$ cat config.mk
export PLATFORM = sky130hd
export DESIGN_NAME = pcg32_random_word_generator_unit_flat
export DESIGN_NICKNAME = d
export VERILOG_FILES = /design/src/design/pcgrw_pkg.sv /design/src/design/pcgrw_if.sv /design/src/design/pcgrw_front.sv /design/src/design/pcgrw_cmd_queue.sv /design/src/design/pcgrw_back.sv /design/src/design/pcg32_random_word_generator_unit.sv /design/src/flat_wrapper.sv
export VERILOG_INCLUDE_DIRS = /design/src /design/src/design
export SDC_FILE = /design/constraint.sdc
export NUM_CORES = 2
export LEC_CHECK = 0
export BUFFER_PORTS_ARGS = -buffer_cell sky130_fd_sc_hd__clkbuf_2
export CAP_MARGIN = 10
export CORE_AREA = 2 2 259 261
export DETAILED_ROUTE_END_ITERATION = 7
export DIE_AREA = 0 0 261 263
export PLACE_DENSITY = 0.77
export SYNTH_ARGS = -nofsm -noshare
export SYNTH_HDL_FRONTEND = slang
export SYNTH_SLANG_ARGS = --single-unit
$ cat constraint.sdc
create_clock -name i_clk -period 9.3 [get_ports i_clk]
set_clock_uncertainty 0.2 [all_clocks]
set_input_delay 1.86 -clock i_clk [delete_from_list [all_inputs] [get_ports i_clk]]
set_output_delay 1.86 -clock i_clk [all_outputs]
set_load 0.02 [all_outputs]
$ cat src/design/pcg32_random_word_generator_unit_defines.svh
// assertion macros for the pcg32 random word generator unit
// no dependencies; included by the top level only
`ifndef PCG32_RANDOM_WORD_GENERATOR_UNIT_DEFINES_SVH
`define PCG32_RANDOM_WORD_GENERATOR_UNIT_DEFINES_SVH

// consequent checked at the same edge as the antecedent
`define PCGRW_ASSERT_SAME(label, clk, rst_n, ante, cons, msg) \
    label: assert property (@(posedge clk) disable iff (!rst_n) (ante) |-> (cons)) \
        else $error(msg);

// consequent checked at the edge after the antecedent
`define PCGRW_ASSERT_NEXT(label, clk, rst_n, ante, cons, msg) \
    label: assert property (@(posedge clk) disable iff (!rst_n) (ante) |=> (cons)) \
        else $error(msg);

`endif

$ cat src/design/pcgrw_pkg.sv
// shared types and constants of the pcg32 random word generator unit
// no dependencies
package pcgrw_pkg;

    localparam int SEED_W       = 64;
    localparam int STATE_W      = 64;
    localparam int WORD_W       = 32;
    localparam int BYTE_COUNT_W = 9;
    localparam int VBYTES_W     = 3;

    localparam int DEF_MAX_REQUEST_BYTES = 256;

    localparam logic [WORD_W-1:0]  GEN_MULT  = 32'hf13283ad;
    localparam logic [STATE_W-1:0] GEN_RESET = 64'd130973517;
    localparam int XS_SHIFT  = 22;
    localparam int TOP_SHIFT = 61;
    localparam int TOP_W     = STATE_W - TOP_SHIFT;

    localparam logic [VBYTES_W-1:0] FULL_WORD_BYTES = 3'd4;

    localparam int CMDQ_DEPTH = 2;

    typedef logic t_cmd_kind;
    localparam t_cmd_kind CMD_SEED  = 1'b0;
    localparam t_cmd_kind CMD_BYTES = 1'b1;

    // seed commands carry the seed, byte commands the saturated count in the low bits
    typedef struct packed {
        t_cmd_kind          kind;
        logic [SEED_W-1:0]  arg;
    } t_cmd;

    typedef struct packed {
        logic idle;
        logic draw_fire;
        logic kind_bytes;
    } t_back_status;

endpackage

$ cat src/design/pcgrw_if.sv
// request and result channel interfaces of the pcg32 random word generator unit
// depends on pcgrw_pkg
interface pcgrw_req_if;
    logic                                valid;
    logic                                ready;
    logic                                func;
    logic [pcgrw_pkg::SEED_W-1:0]        seed_value;
    logic [pcgrw_pkg::BYTE_COUNT_W-1:0]  byte_count;

    modport source (output valid, output func, output seed_value, output byte_count,
                    input ready);
    modport sink   (input valid, input func, input seed_value, input byte_count,
                    output ready);
endinterface

interface pcgrw_rsp_if;
    logic                              valid;
    logic                              ready;
    logic [pcgrw_pkg::WORD_W-1:0]      random_word;
    logic [pcgrw_pkg::VBYTES_W-1:0]    valid_bytes;
    logic                              last_word;

    modport source (output valid, output random_word, output valid_bytes, output last_word,
                    input ready);
    modport sink   (input valid, input random_word, input valid_bytes, input last_word,
                    output ready);
endinterface

$ cat src/design/pcgrw_front.sv
// front end: accepts items, saturates byte counts, drops empty requests
// depends on pcgrw_pkg and pcgrw_if
module pcgrw_front #(
    parameter int MAX_REQUEST_BYTES = pcgrw_pkg::DEF_MAX_REQUEST_BYTES
) (
    pcgrw_req_if.sink          i_req,
    input  logic               i_q_ready,
    output logic               o_push,
    output pcgrw_pkg::t_cmd    o_cmd
);
    import pcgrw_pkg::*;

    localparam logic [31:0] MAX_U = 32'(MAX_REQUEST_BYTES);

    logic [BYTE_COUNT_W-1:0] w_count;
    logic                    w_empty;

    always_comb begin
        if ({{(32-BYTE_COUNT_W){1'b0}}, i_req.byte_count} > MAX_U) begin
            w_count = MAX_U[BYTE_COUNT_W-1:0];
        end else begin
            w_count = i_req.byte_count;
        end
    end

    assign w_empty = (i_req.func == CMD_BYTES) && (i_req.byte_count == '0);

    assign i_req.ready = i_q_ready;
    // zero-length requests complete here without a queue entry
    assign o_push      = i_req.valid && i_q_ready && !w_empty;
    assign o_cmd.kind  = i_req.func;
    assign o_cmd.arg   = (i_req.func == CMD_SEED) ? i_req.seed_value : SEED_W'(w_count);

endmodule

$ cat src/design/pcgrw_cmd_queue.sv
// short command queue between the front end and the generator
// depends on pcgrw_pkg
module pcgrw_cmd_queue (
    input  logic               i_clk,
    input  logic               i_rst_n,
    input  logic               i_push,
    input  pcgrw_pkg::t_cmd    i_cmd,
    output logic               o_ready,
    output logic               o_valid,
    output pcgrw_pkg::t_cmd    o_cmd,
    input  logic               i_pop
);
    import pcgrw_pkg::*;

    localparam int PTR_W = (CMDQ_DEPTH > 1) ? $clog2(CMDQ_DEPTH) : 1;
    localparam int CNT_W = $clog2(CMDQ_DEPTH + 1);

    t_cmd             r_mem [CMDQ_DEPTH];
    logic [PTR_W-1:0] r_wr_ptr;
    logic [PTR_W-1:0] r_rd_ptr;
    logic [CNT_W-1:0] r_count;
    logic [PTR_W-1:0] n_wr_ptr;
    logic [PTR_W-1:0] n_rd_ptr;
    logic [CNT_W-1:0] n_count;
    logic             w_wr;
    logic             w_rd;

    assign o_ready = (r_count != CNT_W'(CMDQ_DEPTH));
    assign o_valid = (r_count != '0);
    assign o_cmd   = r_mem[r_rd_ptr];
    assign w_wr    = i_push && o_ready;
    assign w_rd    = i_pop && o_valid;

    always_comb begin
        n_wr_ptr = r_wr_ptr;
        n_rd_ptr = r_rd_ptr;
        n_count  = r_count;
        if (w_wr) begin
            n_wr_ptr = (r_wr_ptr == PTR_W'(CMDQ_DEPTH - 1)) ? '0 : r_wr_ptr + 1'b1;
        end
        if (w_rd) begin
            n_rd_ptr = (r_rd_ptr == PTR_W'(CMDQ_DEPTH - 1)) ? '0 : r_rd_ptr + 1'b1;
        end
        if (w_wr && !w_rd) begin
            n_count = r_count + 1'b1;
        end else if (w_rd && !w_wr) begin
            n_count = r_count - 1'b1;
        end
    end

    always_ff @(posedge i_clk) begin
        if (!i_rst_n) begin
            r_wr_ptr <= '0;
            r_rd_ptr <= '0;
            r_count  <= '0;
        end else begin
            r_wr_ptr <= n_wr_ptr;
            r_rd_ptr <= n_rd_ptr;
            r_count  <= n_count;
        end
    end

    always_ff @(posedge i_clk) begin
        if (w_wr) begin
            r_mem[r_wr_ptr] <= i_cmd;
        end
    end

endmodule

$ cat src/design/pcgrw_back.sv
// back end: generator state, shared 32x32 multiplier, word output register
// depends on pcgrw_pkg and pcgrw_if
module pcgrw_back (
    input  logic                     i_clk,
    input  logic                     i_rst_n,
    input  logic                     i_cmd_valid,
    input  pcgrw_pkg::t_cmd          i_cmd,
    output logic                     o_cmd_pop,
    pcgrw_rsp_if.source              o_rsp,
    output pcgrw_pkg::t_back_status  o_status
);
    import pcgrw_pkg::*;

    localparam int HALF_W = STATE_W / 2;

    localparam logic [1:0] ST_IDLE = 2'd0;
    localparam logic [1:0] ST_DRAW = 2'd1;
    localparam logic [1:0] ST_ADV  = 2'd2;

    logic [1:0]              r_st,        n_st;
    t_cmd_kind               r_kind,      n_kind;
    logic [BYTE_COUNT_W-1:0] r_left,      n_left;
    logic [STATE_W-1:0]      r_state,     n_state;
    logic [STATE_W-1:0]      r_plo,       n_plo;
    logic                    r_out_valid, n_out_valid;
    logic [WORD_W-1:0]       r_word,      n_word;
    logic [VBYTES_W-1:0]     r_vbytes,    n_vbytes;
    logic                    r_last,      n_last;

    logic                    w_out_free;
    logic                    w_fire;
    logic [HALF_W-1:0]       w_mul_a;
    logic [STATE_W-1:0]      w_prod;
    logic [STATE_W-1:0]      w_xs;
    logic [STATE_W-1:0]      w_sh;
    logic [TOP_W-1:0]        w_top;
    logic [VBYTES_W-1:0]     w_take;

    assign w_out_free = !r_out_valid || o_rsp.ready;
    assign w_fire     = (r_st == ST_DRAW) && ((r_kind == CMD_SEED) || w_out_free);

    // low half of the state in the draw pass, high half in the advance pass
    assign w_mul_a = (r_st == ST_ADV) ? r_state[STATE_W-1:HALF_W] : r_state[HALF_W-1:0];
    assign w_prod  = STATE_W'(w_mul_a) * STATE_W'(GEN_MULT);

    // output permutation on the old state
    assign w_top = r_state[STATE_W-1:TOP_SHIFT];
    assign w_xs  = r_state ^ (r_state >> XS_SHIFT);
    assign w_sh  = (w_xs >> XS_SHIFT) >> w_top;

    assign w_take = (r_left < BYTE_COUNT_W'(FULL_WORD_BYTES)) ?
                    r_left[VBYTES_W-1:0] : FULL_WORD_BYTES;

    always_comb begin
        n_st        = r_st;
        n_kind      = r_kind;
        n_left      = r_left;
        n_state     = r_state;
        n_plo       = r_plo;
        n_out_valid = r_out_valid;
        n_word      = r_word;
        n_vbytes    = r_vbytes;
        n_last      = r_last;
        if (r_out_valid && o_rsp.ready) begin
            n_out_valid = 1'b0;
        end
        unique case (r_st)
            ST_IDLE: begin
                if (i_cmd_valid) begin
                    n_kind = i_cmd.kind;
                    n_st   = ST_DRAW;
                    if (i_cmd.kind == CMD_SEED) begin
                        n_state = {i_cmd.arg[SEED_W-2:0], 1'b1};
                    end else begin
                        n_left = i_cmd.arg[BYTE_COUNT_W-1:0];
                    end
                end
            end
            ST_DRAW: begin
                if (w_fire) begin
                    n_plo = w_prod;
                    n_st  = ST_ADV;
                    // the draw after a seed load is discarded
                    if (r_kind == CMD_BYTES) begin
                        n_out_valid = 1'b1;
                        n_word      = w_sh[WORD_W-1:0];
                        n_vbytes    = w_take;
                        n_last      = (r_left <= BYTE_COUNT_W'(FULL_WORD_BYTES));
                        n_left      = r_left - BYTE_COUNT_W'(w_take);
                    end
                end
            end
            ST_ADV: begin
                n_state = {w_prod[HALF_W-1:0] + r_plo[STATE_W-1:HALF_W], r_plo[HALF_W-1:0]};
                n_st    = ((r_kind == CMD_SEED) || (r_left == '0)) ? ST_IDLE : ST_DRAW;
            end
            default: begin
                n_st = ST_IDLE;
            end
        endcase
    end

    always_ff @(posedge i_clk) begin
        if (!i_rst_n) begin
            r_st        <= ST_IDLE;
            r_state     <= GEN_RESET;
            r_out_valid <= 1'b0;
        end else begin
            r_st        <= n_st;
            r_state     <= n_state;
            r_out_valid <= n_out_valid;
        end
    end

    always_ff @(posedge i_clk) begin
        r_kind   <= n_kind;
        r_left   <= n_left;
        r_plo    <= n_plo;
        r_word   <= n_word;
        r_vbytes <= n_vbytes;
        r_last   <= n_last;
    end

    assign o_cmd_pop         = (r_st == ST_IDLE) && i_cmd_valid;
    assign o_rsp.valid       = r_out_valid;
    assign o_rsp.random_word = r_word;
    assign o_rsp.valid_bytes = r_vbytes;
    assign o_rsp.last_word   = r_last;

    assign o_status.idle       = (r_st == ST_IDLE);
    assign o_status.draw_fire  = w_fire;
    assign o_status.kind_bytes = (r_kind == CMD_BYTES);

endmodule

$ cat src/design/pcg32_random_word_generator_unit.sv
// channel     | dir | payload                                | transfer when
// i_req       | in  | func, seed_value, byte_count           | valid && ready
// o_rsp       | out | random_word, valid_bytes, last_word    | valid && ready
//
// each state step uses the one shared 32x32 multiplier twice (low half, then high half),
// so a request holds the generator for one draw and one advance per word, and a seed for one of each.
// i_req is ready while the two-entry command queue has room, also while a word waits on o_rsp.
// a stalled o_rsp holds the generator before its next draw; seeds never wait on o_rsp.
// reset (synchronous, active low) loads the state 130973517 and empties queue and output.
// depends on pcgrw_pkg, pcgrw_if, pcgrw_front, pcgrw_cmd_queue, pcgrw_back and the defines header
`include "pcg32_random_word_generator_unit_defines.svh"

module pcg32_random_word_generator_unit #(
    parameter int MAX_REQUEST_BYTES = pcgrw_pkg::DEF_MAX_REQUEST_BYTES
) (
    input  logic          i_clk,
    input  logic          i_rst_n,
    pcgrw_req_if.sink     i_req,
    pcgrw_rsp_if.source   o_rsp
);
    import pcgrw_pkg::*;

    logic          w_push;
    t_cmd          w_front_cmd;
    logic          w_q_ready;
    logic          w_q_valid;
    t_cmd          w_q_cmd;
    logic          w_pop;
    t_back_status  w_status;

    pcgrw_front #(
        .MAX_REQUEST_BYTES (MAX_REQUEST_BYTES)
    ) u_front (
        .i_req     (i_req),
        .i_q_ready (w_q_ready),
        .o_push    (w_push),
        .o_cmd     (w_front_cmd)
    );

    pcgrw_cmd_queue u_queue (
        .i_clk   (i_clk),
        .i_rst_n (i_rst_n),
        .i_push  (w_push),
        .i_cmd   (w_front_cmd),
        .o_ready (w_q_ready),
        .o_valid (w_q_valid),
        .o_cmd   (w_q_cmd),
        .i_pop   (w_pop)
    );

    pcgrw_back u_back (
        .i_clk       (i_clk),
        .i_rst_n     (i_rst_n),
        .i_cmd_valid (w_q_valid),
        .i_cmd       (w_q_cmd),
        .o_cmd_pop   (w_pop),
        .o_rsp       (o_rsp),
        .o_status    (w_status)
    );

    `PCGRW_ASSERT_SAME(a_zero_len_dropped, i_clk, i_rst_n, i_req.valid && i_req.ready && (i_req.func == CMD_BYTES) && (i_req.byte_count == '0), !w_push, "zero-length request entered the queue")
    `PCGRW_ASSERT_SAME(a_word_from_draw, i_clk, i_rst_n, $rose(o_rsp.valid), $past(w_status.draw_fire && w_status.kind_bytes), "result appeared without a request draw")
    `PCGRW_ASSERT_NEXT(a_idle_takes_cmd, i_clk, i_rst_n, w_status.idle && w_q_valid, !w_status.idle, "generator ignored a queued command")
    `PCGRW_ASSERT_SAME(a_partial_is_last, i_clk, i_rst_n, o_rsp.valid && !o_rsp.last_word, o_rsp.valid_bytes == FULL_WORD_BYTES, "partial word before the end of a request")

endmodule

$ cat src/flat_wrapper.sv
// flat-port wrapper written by rule: the top's interface ports become plain ports
module pcg32_random_word_generator_unit_flat import pcgrw_pkg::*;
#(
    parameter int MAX_REQUEST_BYTES = pcgrw_pkg::DEF_MAX_REQUEST_BYTES
)
  (i_clk, i_rst_n, i_req_valid, i_req_func, i_req_seed_value, i_req_byte_count, i_req_ready, o_rsp_valid, o_rsp_random_word, o_rsp_valid_bytes, o_rsp_last_word, o_rsp_ready);
  pcgrw_req_if i_req_i ();
  pcgrw_rsp_if o_rsp_i ();
  input  logic i_clk;
  input  logic i_rst_n;
  input wire logic [$bits(i_req_i.valid)-1:0] i_req_valid;
  input wire logic [$bits(i_req_i.func)-1:0] i_req_func;
  input wire logic [$bits(i_req_i.seed_value)-1:0] i_req_seed_value;
  input wire logic [$bits(i_req_i.byte_count)-1:0] i_req_byte_count;
  output wire logic [$bits(i_req_i.ready)-1:0] i_req_ready;
  output wire logic [$bits(o_rsp_i.valid)-1:0] o_rsp_valid;
  output wire logic [$bits(o_rsp_i.random_word)-1:0] o_rsp_random_word;
  output wire logic [$bits(o_rsp_i.valid_bytes)-1:0] o_rsp_valid_bytes;
  output wire logic [$bits(o_rsp_i.last_word)-1:0] o_rsp_last_word;
  input wire logic [$bits(o_rsp_i.ready)-1:0] o_rsp_ready;
  assign i_req_i.valid = i_req_valid;
  assign i_req_i.func = i_req_func;
  assign i_req_i.seed_value = i_req_seed_value;
  assign i_req_i.byte_count = i_req_byte_count;
  assign i_req_ready = i_req_i.ready;
  assign o_rsp_valid = o_rsp_i.valid;
  assign o_rsp_random_word = o_rsp_i.random_word;
  assign o_rsp_valid_bytes = o_rsp_i.valid_bytes;
  assign o_rsp_last_word = o_rsp_i.last_word;
  assign o_rsp_i.ready = o_rsp_ready;
  pcg32_random_word_generator_unit #(.MAX_REQUEST_BYTES(MAX_REQUEST_BYTES)) u_core (.i_clk(i_clk), .i_rst_n(i_rst_n), .i_req(i_req_i), .o_rsp(o_rsp_i));
endmodule
### After elaboration in Yosys (flattened, before gate mapping)

Memory sizes are Yosys's and may differ from the RTL's. A register that Yosys moved wholly into a read port is not among the register bits.
Index checks and enable logic that the tools add are counted.

| operators by class | value |
|---|---|
| bitwise gates (word level) | 2 |
| add/sub/neg operators | 6 |
| shifts and indexed selects | 1 |
| muxes and demuxes | 28 |
| div/mod/pow operators | 0 |
| $mul | 1 |
| magnitude comparators | 3 |
| reduce and logical (&&, ||, !) cells | 30 |
| eq/ne operators | 8 |

Operator list:

| cell | count |
|---|---|
| 64-bit two-way mux | 3 |
| 64-bit one-hot mux with 2 select lines | 1 |
| 32-bit by 32-bit multiplier with 64-bit output (second input constant) | 1 |
| 64-bit by 42-bit XOR with 64-bit output | 1 |
| 9-bit two-way mux | 5 |
| 42-bit by 3-bit right shift with 32-bit output | 1 |
| 32-bit adder | 1 |
| 32-bit two-way mux | 1 |
| 9-bit zero test | 2 |
| 9-bit one-hot mux with 2 select lines | 1 |
| 2-bit != test (second input constant) | 6 |
| 1-bit two-way mux | 11 |
| 1-bit logical AND | 10 |
| 9-bit > comparator (second input constant) | 1 |
| 9-bit by 3-bit <= comparator with 1-bit output (second input constant) | 1 |
| 9-bit by 3-bit less-than comparator with 1-bit output (second input constant) | 1 |
| 9-bit by 3-bit subtractor with 9-bit output | 1 |
| 2-bit two-way mux | 4 |
| 2-bit nonzero test | 4 |
| 2-bit one-hot mux with 3 select lines | 1 |
| 2-bit AND reduction | 3 |
| 3-bit AND reduction | 2 |
| 5-bit AND reduction | 1 |
| 1-bit zero test | 4 |
| 9 further kinds | 12 |

| storage, ports and cells | value |
|---|---|
| word-level logic and storage cells | 92 |
| register bits after elaboration | 181 |
| memories | 1 |
| input port bits | 78 |
| memory bits (writable) | 130 |
| bits in read-only memories | 0 |
| output and inout bits | 38 |
| latch bits | 0 |

Memories:

| name | depth | bits a word | rd ports | clocked after memory_dff | write ports | line | RTL |
|---|---|---|---|---|---|---|---|
| u_core.u_queue.r_mem | 2 | 65 | 1 | 1 | 1 | pcgrw_cmd_queue.sv:18 | `t_cmd r_mem [CMDQ_DEPTH];` |

### Longest topological paths before layout

| logic depth | value |
|---|---|
| depth after elaboration | 9 |
| gate-level depth with buffers | 38 |
| mapped depth without buffers | 35 |

### Modules after synthesis

A second synthesis with hierarchy kept.

| unflattened totals | value |
|---|---|
| cell total of the unflattened synthesis | 3172 |
| area total of the unflattened synthesis | 33004.2 µm² |

Modules (own cells, without submodules):

| module | times used | seq. area each (µm²) | area an instance (µm²) | cells each |
|---|---|---|---|---|
| pcgrw_back | 1 | 4644.5 | 27510.1 | 2850 |
| pcgrw_cmd_queue | 1 | 4003.8 | 4926.0 | 226 |
| pcgrw_front | 1 | 0.0 | 568.0 | 96 |

### Worst setup path before layout

No wires, ideal clock.

| timing | value |
|---|---|
| path kind | register -> register |
| start | register u_core.u_back.r_st[1] |
| end | register u_core.u_back.r_state[62] |
| stages on the path, launching flop included | 37 |
| path slack | 0.098 ns |
| path buffers | 4 |
| data required time | 8.966 ns |
| setup time | 0.134 ns |
| data arrival time | 8.869 ns |
| clock period less this slack | 9.202 ns |
| cell sequence | dfxtp_1 > nor2b_1 > clkbuf_1 > clkbuf_1 > buf_1 > mux2i_1 > inv_1 > ha_1 > ha_1 > inv_1 > fa_1 > fa_1 > inv_1 > fa_1 > inv_1 > fa_1 > inv_1 > fa_1 > fa_1 > ha_1 > clkbuf_1 > a21o_1 > a31oi_1 > o221ai_1 > a31oi_1 > o21ai_0 > xor2_1 > ha_1 > and3_1 > nand4_1 > a211o_1 > nand3_1 > a31o_2 > a31oi_1 > o21ai_0 > xnor2_1 > o22ai_1 |

| between the ends | value |
|---|---|
| cells in the longest elaborated chain, start to end | 5 |
| elaborated cells between the ends (all ways) | 10 |
| those cells by class | add/sub: 1; mul: 1; eq/ne: 3; mux: 2; reduce/logical: 3 |

Ends and longest elaborated chain:

| item | line | RTL |
|---|---|---|
| start, declared | pcgrw_back.sv:20 | `logic [1:0] r_st, n_st;` |
| start signal, assigned | pcgrw_back.sv:109 | `r_st <= n_st;` |
| 2-bit == test | pcgrw_back.sv:43 | `assign w_mul_a = (r_st == ST_ADV) ? r_state[STATE_W-1:HALF_W] : r_state[HALF_W-1:0];` |
| 32-bit two-way mux | pcgrw_back.sv:43 |  |
| 32-bit by 32-bit multiplier with 64-bit output | pcgrw_back.sv:44 | `assign w_prod = STATE_W'(w_mul_a) * STATE_W'(GEN_MULT);` |
| net u_core.u_back.w_prod[23] | pcgrw_back.sv:33 | `logic [STATE_W-1:0] w_prod;` |
| 32-bit adder | pcgrw_back.sv:94 | `n_state = {w_prod[HALF_W-1:0] + r_plo[STATE_W-1:HALF_W], r_plo[HALF_W-1:0]};` |
| 64-bit one-hot mux with 2 select lines | pcgrw_back.sv:67 | `unique case (r_st)` |
| end signal, assigned | pcgrw_back.sv:110 | `r_state <= n_state;` |
| end, declared | pcgrw_back.sv:23 | `logic [STATE_W-1:0] r_state, n_state;` |

The timed path passes the listed nets, and every way through them passes these cells.
A chain may end at the register's enable or synchronous reset.

### Worst setup path in the final report

| timing | value |
|---|---|
| start | register u_core.u_back.r_st[0] |
| end | register u_core.u_back.r_plo[63], data pin |

| between the ends | value |
|---|---|
| cells in the longest elaborated chain, start to end | 3 |

Ends and longest elaborated chain:

| item | line | RTL |
|---|---|---|
| 2-bit == test | pcgrw_back.sv:43 |  |
| 32-bit two-way mux | pcgrw_back.sv:43 |  |
| 32-bit by 32-bit multiplier with 64-bit output | pcgrw_back.sv:44 |  |
| net u_core.u_back.w_prod[63] | pcgrw_back.sv:33 |  |
| end signal, assigned | pcgrw_back.sv:118 | `r_plo <= n_plo;` |
| end, declared | pcgrw_back.sv:24 | `logic [STATE_W-1:0] r_plo, n_plo;` |

The timed path passes the listed nets, and every way through them passes these cells.

==> run summary <==
Pre-Repair DR Iteration Count -> 6
DR iter-0 viols -> 2,217
Most frequent cell after synthesis -> inv_1
CTS clk-pin slew, worst paths -> 70 ps
Largest net degree at the start of global routing -> 110
Fill count -> 5,603
Commonest cells post-synth -> inv_1, ha_1, fa_1, edfxtp_1, nand2_1
Status -> complete, no violations
Root Buffer -> clkbuf_16
Initial Utilization -> 49.58%
DPL Wire Length -> 76,070 um
Most used cell, CP -> inv_1
Worst rel slew slack -> 25.98%
CP peak stage delay -> 590 ps
Fmax -> 110.8 MHz
# H-tree levels -> 1
Dominant cell type by area after synthesis -> fa_1
CP max stage cell -> fa_1
Main area contributors after synthesis -> fa_1, edfxtp_1, ha_1, inv_1, dfxtp_1
Worst hold margin -> 258.5 ps
Syn avg cell area -> 10.54 um2
DR vias/cell -> 5.543
Final setup viols -> 0
Grt total ovfl -> 0
Share of cells above drive strength 1 -> 14.35%
Pre-CTS WS -> 89.71 ps
Avg WL per Cell -> 20.94 um
Cts bufs inserted -> 29
CTS tree -> done
Rows -> 94
Crit path max-delay family -> adder cells
Max FO, Critical Path -> 13
Nets@finish -> 4,300
Crit share post-route -> 97.05%
Global placement routability congestion -> 1.018
Final WL -> 89,870 um
Placed Area -> 35,870 um2
Slew Limit Fails -> 0
Smallest setup slack after layout -> 274.1 ps
Flops & latches, synth -> 310
Sequential area share after synthesis -> 26.40%
Final hold violations -> 0
Crit path time final -> 9026 ps
WP buf/inv -> 10
Yosys cell types -> 65
Final std cells w/o fill -> 4,292
Die Ht -> 263 um
DRC -> 0
Die width -> 261 um
Setup Crit Path Kind -> reg2reg
Post-synth ARST share -> 0%
Die footprint -> 68,640 um2
Slew @ Worst Pin -> 1108 ps
# diodes -> 0
Design Area, Final -> 36,910 um2
Hold Crit Class -> reg2reg
Vias in the first global route -> 24,710
First-pass GRT wire length -> 140,100 um
Io pins -> 116
Cell area after synthesis -> 32,540 um2
Warnings from Yosys -> 0
Maxcap violations -> 0
Worst setup EP type -> register
CTS Hold Bufs -> 0
CP Launch Type -> register
Worst path arrival time -> 9130 ps
Port bufs -> 114
Vias post-DR -> 23,790
Worst EP required -> 9400 ps
CTS Sinks -> 310
CTS Buffer Depth -> 3
Cell count after synthesis -> 3,086
CORE AREA -> 65,630 um2
Yosys top cell area share -> 22.52%
Synth Flop Type -> edfxtp_1
Area Overhead vs Synth -> 13.46%
Number of flops mapped to enable cells by yosys -> 238
Syn Nets -> 3,980
GRT Util Overall -> 26.72%
Initial antenna violation count -> 0
Dpl cells -> 4,232
Clock Latency Late Sink -> 570 ps
ANT nets after route -> 0
## flip-flops by register name (all words and copies together) (netlist names), named ones only
name and flops:
u_core.u_queue.r_wr_ptr 1, u_core.u_back.r_left 9, u_core.u_back.r_state 64, u_core.u_back.o_rsp.random_word 32
u_core.u_back.r_st 2, u_core.u_queue.r_rd_ptr 1, u_core.u_back.o_rsp.last_word 1, u_core.u_back.r_kind 1
u_core.u_queue.r_mem 128, u_core.u_back.o_rsp.valid 1, u_core.u_queue.r_count 2, u_core.u_back.r_plo 64
u_core.u_back.o_rsp.valid_bytes 3
## per-stage QoR
| step | utilization, % | TNS [ps] |
|---|---|---|
| after floorplan | - | 0 |
| after global placement | 54.65 | 0 |
| after detailed placement | 54.65 | 0 |
| after CTS | 56.07 | 0 |
| after global routing | 56.25 | -3.451 |
| final | 56.25 | 0 |
## layout by cell type, fill, tap and decap left out, types with 30 or more instances in the layout
cell      Yosys  final
xor2_1       49     49
edfxtp_1    238    238
o21ai_0      80     78
nor2b_1      82     80
dfxtp_1      72     68
a211oi_1     31     30
a21o_1       60     60
mux2i_1     103    102
a21oi_1     142    141
nand3_1      32     32
fa_1        366    366
inv_1       613    611
nand2_1     180    178
xnor2_1      81     80
buf_4         0    256
ha_1        450    450
clkbuf_2      0    114
nor2_1       93     92
o211ai_1     41     41
## layout make-up
| type | instances | area (um2) | share of cell area, % |
|---|---|---|---|
| Multi-Input combinational cell | 2077 | 21420 | 58.01 |
| Inverter | 613 | 2305 | 6.243 |
| Sequential cell | 310 | 8596 | 23.29 |
| Timing Repair Buffer | 375 | 2584 | 6.999 |
| Clock inverter | 19 | 188.9 | 0.5118 |
| Tap cell | 864 | 1081 | 2.929 |
| Clock buffer | 34 | 744.5 | 2.017 |
## worst register-to-register path: cells and delay by family, from the launching register on
family / cells / cell delay, ps
flip-flops: 1 / 400
AO/OA/AOI/OAI: 5 / 1470
XOR/XNOR: 1 / 150
adder cells (fa/ha/maj): 9 / 4150
buffers and inverters: 10 / 1120
multiplexers: 1 / 210
AND/OR/NAND/NOR: 4 / 1080
## path summary, 6_finish.rpt
check,from,slack [ps],end,cells after the start
worst min-delay path,u_core.u_back.r_plo[17]$_DFFE_PP_,260,u_core.u_back.r_state[17]$_SDFFE_PN1P_,2
worst max register to register,u_core.u_back.r_st[0]$_SDFFE_PN0P_,270,u_core.u_back.r_plo[63]$_DFFE_PP_,30
worst max-delay path,u_core.u_back.r_st[0]$_SDFFE_PN0P_,270,u_core.u_back.r_plo[63]$_DFFE_PP_,30
worst min register to register,u_core.u_back.r_plo[17]$_DFFE_PP_,260,u_core.u_back.r_state[17]$_SDFFE_PN1P_,2
## routing by layer
| layer | part of all wire [%] | global-route usage, % |
|---|---|---|
| met1 | 41 | 36.35 |
| met2 | 47 | 43.03 |
| met3 | 8.2 | 4.602 |
| met4 | 4.3 | 9.506 |
| met5 | 0 | 0 |
## cells by family after synthesis
kind of cell             count (synthesis)  share of synthesized area (%)
AO/OA/AOI/OAI                          497                          9.818
XOR/XNOR                               130                          3.499
adder cells (fa/ha/maj)                816                          39.82
buffers and inverters                  699                          8.068
flip-flops                             310                          26.40
multiplexers                           140                          5.107
other                                    1                        0.01153
AND/OR/NAND/NOR                        493                          7.276
## timing repair
item | 4_1_cts | 5_1_grt
setup buffers | 0 | 7
setup endpoints to repair | 0 | 16
gates resized for setup | 0 | 15
Power is not shown: default switching activity piles up to over one toggle a cycle in this logic, so the estimate is an artifact.
